==> src/design/gphm_pkg.sv <==
// Package for the group-probed hash map: widths, metadata codes, status codes
// and the request record passed from the front part to the back part.
// No dependencies.
`default_nettype none
package gphm_pkg;

    // Table geometry
    localparam int GROUP_COUNT_DEF = 64;
    localparam int LANES           = 16;
    localparam int LW              = $clog2(LANES);

    // Metadata byte codes
    localparam logic [7:0] META_EMPTY = 8'h01;
    localparam logic [7:0] META_DEAD  = 8'h02;
    localparam logic [7:0] TAG_MASK   = 8'hFC;

    // Result status codes
    localparam logic [1:0] ST_FOUND    = 2'd0;
    localparam logic [1:0] ST_INSERTED = 2'd1;
    localparam logic [1:0] ST_ABSENT   = 2'd2;
    localparam logic [1:0] ST_FULL     = 2'd3;

    // Operation codes
    localparam logic MODE_LOOKUP = 1'b0;
    localparam logic MODE_SET    = 1'b1;

    // Classified request held in the queue between front and back
    typedef struct packed {
        logic        mode;
        logic [63:0] key_hash;
        logic [31:0] node_index;
        logic [7:0]  tag;
    } t_req;

endpackage
`default_nettype wire

==> src/design/gphm_if.sv <==
// Valid/ready channel interfaces for the request and response sides.
// Depends on nothing.
`default_nettype none
interface gphm_req_if;
    logic        valid;
    logic        ready;
    logic        mode;
    logic [63:0] key_hash;
    logic [31:0] node_index;

    modport source (output valid, mode, key_hash, node_index, input ready);
    modport sink   (input valid, mode, key_hash, node_index, output ready);
endinterface

`default_nettype wire

==> src/design/gphm_front.sv <==
// Front part: accepts requests, derives the tag and holds them in a two-entry
// queue for the back part. Depends on gphm_pkg and gphm_req_if.
`default_nettype none
module gphm_front
    import gphm_pkg::*;
(
    input  wire logic i_clk,
    input  wire logic i_rst_n,
    gphm_req_if.sink  i_req,
    input  wire logic i_hold,
    output t_req      o_entry,
    output logic      o_valid,
    input  wire logic i_pop
);
    localparam int QDEPTH = 2;

    t_req       r_q [QDEPTH];
    logic       r_wr_ptr;
    logic       r_rd_ptr;
    logic [1:0] r_cnt;
    logic       w_push;
    logic       w_pop;

    // Take requests only when there is room and the table is not being cleared
    assign i_req.ready = (r_cnt != 2'(QDEPTH)) && !i_hold;
    assign w_push      = i_req.valid && i_req.ready;
    assign w_pop       = i_pop && (r_cnt != 2'd0);
    assign o_valid     = (r_cnt != 2'd0);
    assign o_entry     = r_q[r_rd_ptr];

    // Classify and store
    always_ff @(posedge i_clk) begin
        if (w_push) begin
            r_q[r_wr_ptr].mode       <= i_req.mode;
            r_q[r_wr_ptr].key_hash   <= i_req.key_hash;
            r_q[r_wr_ptr].node_index <= i_req.node_index;
            r_q[r_wr_ptr].tag        <= i_req.key_hash[7:0] & TAG_MASK;
        end
    end

    // Advance pointers and count
    always_ff @(posedge i_clk) begin
        if (!i_rst_n) begin
            r_wr_ptr <= 1'b0;
            r_rd_ptr <= 1'b0;
            r_cnt    <= 2'd0;
        end else begin
            if (w_push) r_wr_ptr <= ~r_wr_ptr;
            if (w_pop)  r_rd_ptr <= ~r_rd_ptr;
            r_cnt <= r_cnt + 2'(w_push) - 2'(w_pop);
        end
    end
endmodule
`default_nettype wire

==> src/flat_wrapper.sv <==
// flat-port wrapper written by rule: the top's interface ports become plain ports
module gphm_front_flat import gphm_pkg::*;
  (i_clk, i_rst_n, i_hold, o_entry, o_valid, i_pop, i_req_valid, i_req_mode, i_req_key_hash, i_req_node_index, i_req_ready);
  gphm_req_if i_req_i ();
  input  wire logic i_clk;
  input  wire logic i_rst_n;
  input  wire logic i_hold;
  output t_req o_entry;
  output logic o_valid;
  input  wire logic i_pop;
  input wire logic [$bits(i_req_i.valid)-1:0] i_req_valid;
  input wire logic [$bits(i_req_i.mode)-1:0] i_req_mode;
  input wire logic [$bits(i_req_i.key_hash)-1:0] i_req_key_hash;
  input wire logic [$bits(i_req_i.node_index)-1:0] i_req_node_index;
  output wire logic [$bits(i_req_i.ready)-1:0] i_req_ready;
  assign i_req_i.valid = i_req_valid;
  assign i_req_i.mode = i_req_mode;
  assign i_req_i.key_hash = i_req_key_hash;
  assign i_req_i.node_index = i_req_node_index;
  assign i_req_ready = i_req_i.ready;
  gphm_front u_core (.i_clk(i_clk), .i_rst_n(i_rst_n), .i_req(i_req_i), .i_hold(i_hold), .o_entry(o_entry), .o_valid(o_valid), .i_pop(i_pop));
endmodule
==> config.mk <==
export PLATFORM = sky130hd
export DESIGN_NAME = gphm_front_flat
export DESIGN_NICKNAME = d
export VERILOG_FILES = /design/src/design/gphm_pkg.sv /design/src/design/gphm_if.sv /design/src/design/gphm_front.sv /design/src/flat_wrapper.sv
export SDC_FILE = /design/constraint.sdc
export NUM_CORES = 1
export LEC_CHECK = 0
export BUFFER_PORTS_ARGS = -buffer_cell sky130_fd_sc_hd__buf_2
export CAP_MARGIN = 25
export CORE_UTILIZATION = 45
export CTS_BUF_LIST = sky130_fd_sc_hd__clkbuf_4 sky130_fd_sc_hd__clkbuf_8
export DETAILED_ROUTE_END_ITERATION = 10
export GPL_TIMING_DRIVEN = 0
export PLACE_DENSITY = 0.73
export SETUP_SLACK_MARGIN = 0.05
export SLEW_MARGIN = 40
export SYNTH_ARGS = -nofsm -noshare
export SYNTH_HDL_FRONTEND = slang
export SYNTH_SLANG_ARGS = --single-unit
==> constraint.sdc <==
create_clock -name i_clk -period 6 [get_ports i_clk]
set_clock_uncertainty 0.1 [all_clocks]
set_input_delay 0.6 -clock i_clk [delete_from_list [all_inputs] [get_ports i_clk]]
set_output_delay 0.6 -clock i_clk [all_outputs]
set_load 0.03 [all_outputs]
-- After elaboration in Yosys (flattened, before gate mapping)
Memories as Yosys holds them, arrays and structs flattened. A register that Yosys moved wholly into a read port is not among the register bits.
Index checks and enable logic that the tools add are counted.
- flip-flop bits (word level): 4
- memory bits (writable): 206
- input port bits: 102
- output and inout bits: 107
- word-level logic and storage cells: 18
- memories kept: 1
- add/sub/neg operators: 2
- equal/unequal tests: 1
- multiplexer cells: 4
- bitwise operators: 2
- reduce and logical (&&, ||, !) cells: 5
- memories (name ; depth ; width ; read ports ; clocked after Yosys merged registers in ; write ports ; line ; source):
    u_core.r_q ; 2 ; 103 ; 1 ; 1 ; 1 ; gphm_front.sv:17 ; t_req r_q [QDEPTH];
- operator list (kind ; number):
    2-to-1 mux 1 bit ; 4
    logical AND 1 bit ; 3
    adder 2 x 1 -> 2 bit ; 1
    != test 2 bit (second input constant) ; 1
    NOT 1 bit ; 2
    nonzero test 2 bit ; 1
    subtractor 2 x 1 -> 2 bit ; 1
    logical NOT 1 bit ; 1

-- Logic depth before layout (Yosys ltp)
Gate-level depths: netlist of run 1.
- depth after elaboration: 5
- mapped depth: 7
- mapped depth without buffers: 7

-- Least setup slack after synthesis of run 1
OpenSTA, ideal clock, no wires.
- path type: in2reg
- start point: in i_hold
- end point: mem u_core.r_q[0][100] (netlist bit), enable pin
- library setup time: 0.565 ns
- arrival time: 5.188 ns
- required time: 5.335 ns
- path slack: 0.147 ns
- stages: 2
- buffers on the path: 0
- cell sequence: nor3b_2 nor2b_1
- cells in the longest elaborated chain, start to end: 5
- ends and longest elaborated chain (item ; line ; source):
    start: declaration ; flat_wrapper.sv:7 ; input wire logic i_hold;
    logical NOT 1 bit ; gphm_front.sv:25 ; assign i_req.ready = (r_cnt != 2'(QDEPTH)) && !i_hold;
    logical AND 1 bit ; gphm_front.sv:25 ;
    logical AND 1 bit ; gphm_front.sv:26 ; assign w_push = i_req.valid && i_req.ready;
    2-to-1 mux 1 bit ; gphm_front.sv:33 ; if (w_push) begin
    2-to-1 mux 1 bit (implied by the code) ; gphm_front.sv:35 ; r_q[r_wr_ptr].key_hash <= i_req.key_hash;
    end: declaration ; gphm_front.sv:17 ;
Every way passes these cells.

==> results.cfg, run 1 <==
[routing]
wirelength_met1_mm = 5.16
drcViolationCount = 0
via_count = 3778
totalWireLength_mm = 13.0
wl_met2_mm = 6.69
drt-initial-drc-count = 126
antenna_left = 0
wl_per_cell_um = 16.3
maxUsedRoutingLayer = met5
dr.pass1.iters = 5
met3_length_um = 925
routed_via_density = 4.71

[synthesis]
yosysWarnings = 0
synth.area.top_cells = edfxtp_1, mux2_2, mux2_4, dfxtp_1, buf_4
yosysSeqAreaShare = 0.797
synth_largest_area_cell = edfxtp_1
synth_cell_types = 22
ys_seq_elements = 199
netlist_area_mm2 = 0.00743
syn_inst = 339
synth_top_area_share = 0.784
syn-mean-instance-area_um2 = 21.9

[place]
dpl-instance-area_mm2 = 0.00889
dp_hpwl_mm = 9.20
io_buffer_count = 206
gp_routability_congestion = 0.690
place_ws_ns = 3.41

[timing]
period_share = 0.431
hold_viol_final = 0
finalSetupViolCount = 0
period_needed_ns = 2.59
maxSlewViolCount = 0
layout_setup_ws_ns = 3.41
whs_ns = 0.238
rsz0062_at_grt = no
max_freq_mhz = 387

[die]
num_io_pins = 209
fp.dieW_um = 131
die_h_um = 131
start_util = 0.464
rows = 46
die-area_mm2 = 0.0170
coreArea_mm2 = 0.0160

[power]
power.switching_w = 0.00117
power_frac_comb = 0.307
power_frac_clock = 0.236
sequentialPowerShare = 0.457
leakage_nw = 3.55
sw_frac_of_total = 0.322
powerDensity_mw_per_mm2 = 389
ir_drop_v = 0.000194
p_int_w = 0.00245

[global_routing]
grt-ovfl-total = 0
grt_pass1_vias = 3803
grt_pass1_wl_mm = 18.7
antenna_found_initial = 3
grtUsageTotal = 0.149
grt_max_degree = 43

[clocking]
cts_tree = yes
worstSkewPairLatency_ns = 0.44
numCtsBuffers = 17
clk_path_buf_depth = 2
clock_sinks = 199
htree_num_levels = 4
cts_resized = 0
cts_setup_buffers = 0
hold_buffers = 0
ctsRootBufferMaster = clkbuf_8
clk_pin_slew_ns = 0.10

[job]
maxCapViolations = 0

[final_layout]
design_area_mm2 = 0.00930
nets = 676
drive_above_1_share = 0.624
area_delta_synth_final_pct = 25.1
mostFrequentLayoutCell = buf_2
fin_util = 0.581
layout_common_cells = buf_2, edfxtp_1, mux2_2

[setup_path]
crit_arrival_ns = 1.89
worst-r2r-setup-slack_ns = 3.64
cp_max_fo = 10
critPathTopFamily = buffers and inverters
cp-end-kind = primary output
critPathLaunchType = flop
crit_type = flop to primary output
crit_buf_inv = 4
path_cells = buf_6 > buf_2 > mux2_2 > buf_4 > buf_2
cpMostUsedCell = buf_2
critPathSlowestCell = mux2_2
cp_slowest_stage_delay_ns = 0.40
cp.required_ns = 5.30

[status]
status = completed

[worst_hold_path]
min_path_type = input pin to flop
-- path summary, 6_finish.rpt --
path | from | to | cells after the start
min reg2reg | u_core.r_wr_ptr | u_core.r_wr_ptr | 2
max | flop | o_entry[43] | 5
max reg2reg | u_core.r_cnt[1] | u_core.r_q[0][82] | 6
min | i_req_node_index[0] | u_core.r_q[1][6] | 1
-- power by group through the flow --
| stage | Clock [W] | Combinational (W) | Sequential, W |
|---|---|---|---|
| floorplan | 0 | 0.000821 | 0.00169 |
| finish | 0.000854 | 0.00111 | 0.00166 |
| global placement | 0 | 0.00108 | 0.00170 |
| global route | 0.000926 | 0.00117 | 0.00166 |
| CTS | 0.000882 | 0.00113 | 0.00166 |
| detailed placement | 0 | 0.00112 | 0.00169 |
-- through the flow --
| step | instances | TNS (ns) | total power (W) |
|---|---|---|---|
| finish | 802 | 0 | 0.00362 |
| global route | 801 | 0 | 0.00376 |
| CTS | 801 | 0 | 0.00367 |
| detailed placement | 769 | 0 | 0.00281 |
| global placement | 762 | -205.52 | 0.00279 |
| floorplan | 340 | 0 | 0.00251 |
-- area by class of cell --
class	count	area (um2)
Fill cell	1289	6700
Sequential cell	199	5930
Multi-Input combinational cell	119	1360
Timing Repair Buffer	213	1170
Tap cell	216	270
Clock buffer	18	241
Clock inverter	14	166
Buffer	19	146
Inverter	3	11.3
Antenna cell	1	2.50
-- cell usage after synthesis --
master    count
or2_2         1
xnor2_1       1
inv_1         3
nor3_1        1
nand2b_1      1
nor2_1        4
buf_2         6
nand2_1       1
and2_1        3
buf_6         5
ha_1          2
edfxtp_1    194
mux2_2       67
mux2_4       30
buf_4         8
nor2b_1       2
o21a_1        1
xor2_1        1
mux2i_1       1
dfxtp_1       5
conb_1        1
nor3b_2       1
-- registers in the layout (all words and copies together), names as in the netlist, named ones only --
signal,cells
u_core.r_q,194
u_core.r_cnt,2
u_core.r_rd_ptr,1
u_core.r_wr_ptr,1
-- logic make-up after synthesis --
kind of cell	synth area share
fa+ha+maj	0.00337
compound gates	0.00101
flops	0.797
other cells	0.000505
buf+inv	0.0212
mux	0.163
xor+xnor	0.00236
simple gates	0.0108
-- layer usage --
layer / track usage / up-vias
met4: 0.0730 / 4
met3: 0.0444 / 23
met2: 0.253 / 140
met1: 0.173 / 1826
li1: - / 1785
met5: 0 / -
-- worst register-to-register path: stages, from the launching register on --
cell and delay [ns]:
dfxtp_1 0.36, nor2b_1 0.17, nor3b_2 0.29, nor2b_4 0.50, buf_8 0.23, buf_16 0.18
buf_8 0.21
No activity file was read; power rests on OpenSTA's default activity.
==> run 2: changes to the inputs <==
Settings changed: ABC_AREA set to 1, PLACE_DENSITY 0.73 to 0.7.
Clock period 6 ns to 2.4 ns, I/O delays scaled along.
==> results.cfg, run 2 <==
[die]
die_h_um = 131
coreArea_mm2 = 0.0160
fp.dieW_um = 131
die-area_mm2 = 0.0171
start_util = 0.465
num_io_pins = 209
rows = 46

[synthesis]
synth-compound-area-share = 0.00235
synth.area.mux_share = 0.162
netlist_area_mm2 = 0.00744
synth_edf_count = 194
ys_top_cells_by_count = edfxtp_1, mux2_2, mux2_4, inv_1, nand2_1
synth-simple-area-share = 0.0104
synthAdderAreaFrac = 0.00336
syn-mean-instance-area_um2 = 21.2
yosysSeqAreaShare = 0.796
synth_top_area_share = 0.783
yosysWarnings = 0
synth.area.top_cells = edfxtp_1, mux2_2, mux2_4, dfxtp_1, buf_4
synth_cell_types = 16
async_reset_ff_frac = 0
synth_largest_area_cell = edfxtp_1
synth_ff_type = edfxtp_1
syn_inst = 351
synth-xor-area-share = 0
synth_most_common_cell = edfxtp_1
synth_top_family_by_area = multiplexers
ys_seq_elements = 199

[global_routing]
grt_pass1_wl_mm = 22.3
antenna_found_initial = 0
grt-ovfl-total = 0
grtUsageTotal = 0.178
grt_max_degree = 27
grt_pass1_vias = 4472

[clocking]
cts_tree = yes
clk_path_buf_depth = 2
clock_sinks = 199
worstSkewPairLatency_ns = 0.44
htree_num_levels = 4
numCtsBuffers = 17
ctsRootBufferMaster = clkbuf_8
cts_setup_buffers = 0
clk_pin_slew_ns = 0.09

[setup_path]
path_cells = buf_6 > clkbuf_4 > mux2_2 > buf_4 > buf_2
crit_type = flop to primary output
cp-end-kind = primary output
cp.required_ns = 2.06
critPathLaunchType = flop
critPathSlowestCell = mux2_2
crit_arrival_ns = 1.87
cp_slowest_stage_delay_ns = 0.41
cp_max_fo = 10

[routing]
routed_via_density = 4.65
totalWireLength_mm = 15.1
maxUsedRoutingLayer = met4
via_count = 4246
wirelength_met1_mm = 6.04
wl_per_cell_um = 16.5
drt-initial-drc-count = 167
dr.pass1.iters = 4
antenna_left = 0
met3_length_um = 906
wl_met2_mm = 7.94
drcViolationCount = 0

[final_layout]
largest_register = u_core.r_q
drive_above_1_share = 0.527
design_area_mm2 = 0.0104
reg_top3 = u_core.r_q: 194 flops, u_core.r_cnt: 2 flops
instances_no_fill = 914
layout_common_cells = buf_2, edfxtp_1, dlygate4sd3_1
area_delta_synth_final_pct = 39.3
largest_reg_flops = 194
mostFrequentLayoutCell = buf_2
antenna_cells = 0
nets = 789

[timing]
rsz0062_at_grt = no
finalSetupViolCount = 0
maxSlewViolCount = 0
period_needed_ns = 2.21
whs_ns = 0.0726
period_share = 0.920
layout_setup_ws_ns = 0.192
hold_viol_final = 0
max_freq_mhz = 453

[place]
placed_cells = 784
dpl-instance-area_mm2 = 0.00896
place_ws_ns = 0.348
io_buffer_count = 206
dp_hpwl_mm = 9.65
gp_routability_congestion = 0.698

[power]
ir_drop_v = 0.000732
leakage_nw = 4.02
power_w = 0.00936
powerDensity_mw_per_mm2 = 903

[job]
maxCapViolations = 0

[status]
status = completed

[worst_hold_path]
min_path_type = input pin to flop
run 2: cell count changes in the layout (fill, tap and decap cells not counted), moves of 3 or more:
cell           change
dlygate4sd3_1     +98
nand2_1            +7
inv_1              +6
clkinv_1           +3
run 2: path summary, 6_finish.rpt:
check | from | to | slack (ns) | depth (start not counted)
max | flop | o_entry[45] | 0.19 | 5
min | i_pop | flop | 0.07 | 4
max reg2reg | u_core.r_cnt[0] | u_core.r_q[0][91] | 0.35 | 7
min reg2reg | u_core.r_rd_ptr | flop | 0.42 | 2
run 2: area by class of cell:
class,count,area [um2]
Buffer,19,149
Clock buffer,19,249
Clock inverter,13,179
Fill cell,1143,5630
Inverter,11,45.0
Multi-Input combinational cell,123,1350
Sequential cell,199,5930
Tap cell,216,270
Timing Repair Buffer,314,2200
run 2: kinds of logic (layout without fill, tap and decap cells):
kind of cell	count (synthesis)	count (layout)
other cells	1	2
compound gates	3	3
mux	97	97
fa+ha+maj	2	2
simple gates	19	19
flops	199	199
buf+inv	30	376
run 2: what timing repair did:
item,in CTS,in global routing
hold endpoints to repair,199,0
gates resized for setup,0,1
endpoints found under the setup margin,0,3
hold buffers,98,0
run 2: critical path, delay by kind of cell, from the launching register on:
family | cells | cell delay, ns
buffers and inverters | 4 | 0.67
multiplexers | 1 | 0.41
flip-flops | 1 | 0.33
run 2: per-stage QoR:
stage	TNS, ns	util
6_report	0	0.648
5_1_grt	0	0.648
3_3_place_gp	-158.12	0.548
3_5_place_dp	0	0.560
2_1_floorplan	-18.13	-
4_1_cts	0	0.648
run 2: layer usage:
layer,track usage,up-vias
met5,0,-
met3,0.0476,20
met4,0.0642,0
met1,0.200,2054
li1,-,2014
met2,0.322,158
run 2: report_power, final:
group          switching, W  internal, W  leakage, nW  total (W)
Combinational       0.00174      0.00117         1.98    0.00291
Clock               0.00111      0.00116        0.219    0.00226
Sequential        0.0000749      0.00412         1.82    0.00419
Total               0.00292      0.00644         4.02    0.00936
==> run 3: changes to the inputs <==
==> constraint.sdc (replaced) <==
create_clock -name i_clk -period 2.4 [get_ports i_clk]
set_clock_uncertainty 0.1 [all_clocks]
set_input_delay 0.36 -clock i_clk [delete_from_list [all_inputs] [get_ports i_clk]]
set_output_delay 0.36 -clock i_clk [all_outputs]
set_load 0.03 [all_outputs]
==> results.cfg, run 3 (synthesized netlist as in run 2, its figures left out) <==
[timing]
rsz0062_at_grt = yes
worstMarginPinSlew_ns = 0.622
hold_viol_final = 0
maxSlewViolCount = 0
max_freq_mhz = 444
period_needed_ns = 2.25
relSlewSlack = 0.584
finalSetupViolCount = 0
whs_ns = 0.0485
period_share = 0.938

[routing]
drcViolationCount = 0
wl_per_cell_um = 16.1
via_count = 4213
routed_via_density = 4.61
antenna_left = 0
drt-initial-drc-count = 139
dr.pass1.iters = 4
totalWireLength_mm = 14.7
wl_met2_mm = 7.58
wirelength_met1_mm = 6.00
maxUsedRoutingLayer = met4
met3_length_um = 835

[global_routing]
grt-ovfl-total = 0
grt_pass1_vias = 4430
antenna_found_initial = 0
grtUsageTotal = 0.173
grt_max_degree = 25
grt_pass1_wl_mm = 21.7

[clocking]
cts_setup_buffers = 0
htree_num_levels = 4
numCtsBuffers = 17
worstSkewPairLatency_ns = 0.44
clk_pin_slew_ns = 0.09
cts_tree = yes
clk_path_buf_depth = 2
clock_sinks = 199
ctsRootBufferMaster = clkbuf_8

[setup_path]
path_cells = buf_6 > buf_6 > buf_6 > mux2_4 > buf_2
cp-end-kind = primary output
cp_slowest_stage_delay_ns = 0.33
cp.required_ns = 1.94
critPathSlowestCell = dfxtp_1
cpMostUsedCell = buf_6
cp_max_fo = 10
crit_type = flop to primary output
critPathLaunchType = flop
crit_arrival_ns = 1.79

[place]
dp_hpwl_mm = 9.66
io_buffer_count = 206
gp_routability_congestion = 0.668

[final_layout]
area_delta_synth_final_pct = 39.6
nets = 788
mostFrequentLayoutCell = buf_2
drive_above_1_share = 0.534
largest_register = u_core.r_q
reg_top3 = u_core.r_q: 194 flops, u_core.r_cnt: 2 flops
layout_common_cells = buf_2, edfxtp_1, dlygate4sd3_1
largest_reg_flops = 194
fin_util = 0.649
antenna_cells = 0

[status]
status = completed

[power]
powerDensity_mw_per_mm2 = 883
power_w = 0.00917
ir_drop_v = 0.000561
leakage_nw = 4.02

[die]
coreArea_mm2 = 0.0160
die_h_um = 131
die-area_mm2 = 0.0171
rows = 46
fp.dieW_um = 131
start_util = 0.465
num_io_pins = 209

[worst_hold_path]
min_path_type = input pin to flop

[job]
maxCapViolations = 0
[run 3: final timing paths]
kind	slack [ns]	cells past startpoint	end	from
worst max-delay path	0.15	5	o_entry[76]	flop
worst min-delay path	0.05	3	u_core.r_cnt[0]	i_rst_n
worst min register to register	0.41	2	flop	u_core.r_rd_ptr
worst max register to register	0.44	6	u_core.r_q[0][67]	u_core.r_cnt[0]
[run 3: timing repair]
item / CTS / global route
gates resized for setup: 1 / 2
hold buffers: 97 / 0
endpoints found under the setup margin: 6 / 7
hold endpoints to repair: 194 / 0
[run 3: layer usage]
layer / global-route usage / vias to the layer above
met2: 0.309 / 145
met3: 0.0407 / 21
met1: 0.196 / 2031
met4: 0.0818 / 0
li1: - / 2016
met5: 0 / -
[run 3: metrics by stage]
stage / worst slack (ns) / area, um2 / instances / TNS (ns)
3_3_place_gp: -0.986 / 8770 / 774 / -187.79
4_1_cts: 0.0540 / 10400 / 913 / 0
5_1_grt: 0.0447 / 10400 / 913 / 0
2_1_floorplan: -0.109 / 7470 / 352 / -18.11
3_5_place_dp: 0.370 / 9020 / 784 / 0
6_report: 0.149 / 10400 / 913 / 0
[run 3: final cells by class]
| class | instances | area [um2] |
|---|---|---|
| Clock buffer | 25 | 313 |
| Fill cell | 1143 | 5610 |
| Multi-Input combinational cell | 123 | 1350 |
| Tap cell | 216 | 270 |
| Timing Repair Buffer | 313 | 2260 |
| Buffer | 19 | 156 |
| Inverter | 11 | 45.0 |
| Clock inverter | 7 | 71.3 |
| Sequential cell | 199 | 5930 |
[run 3: report_power, final]
| part | internal (W) | switching (W) |
|---|---|---|
| sequential | 0.00412 | 0.0000728 |
| combinational | 0.00119 | 0.00174 |
| clock | 0.000964 | 0.00108 |
| total | 0.00627 | 0.00289 |
[run 3: worst max-delay path, delay by kind of cell (launching register included)]
kind | cells | cell delay, ns
mux | 1 | 0.32
buf+inv | 4 | 0.70
flops | 1 | 0.33
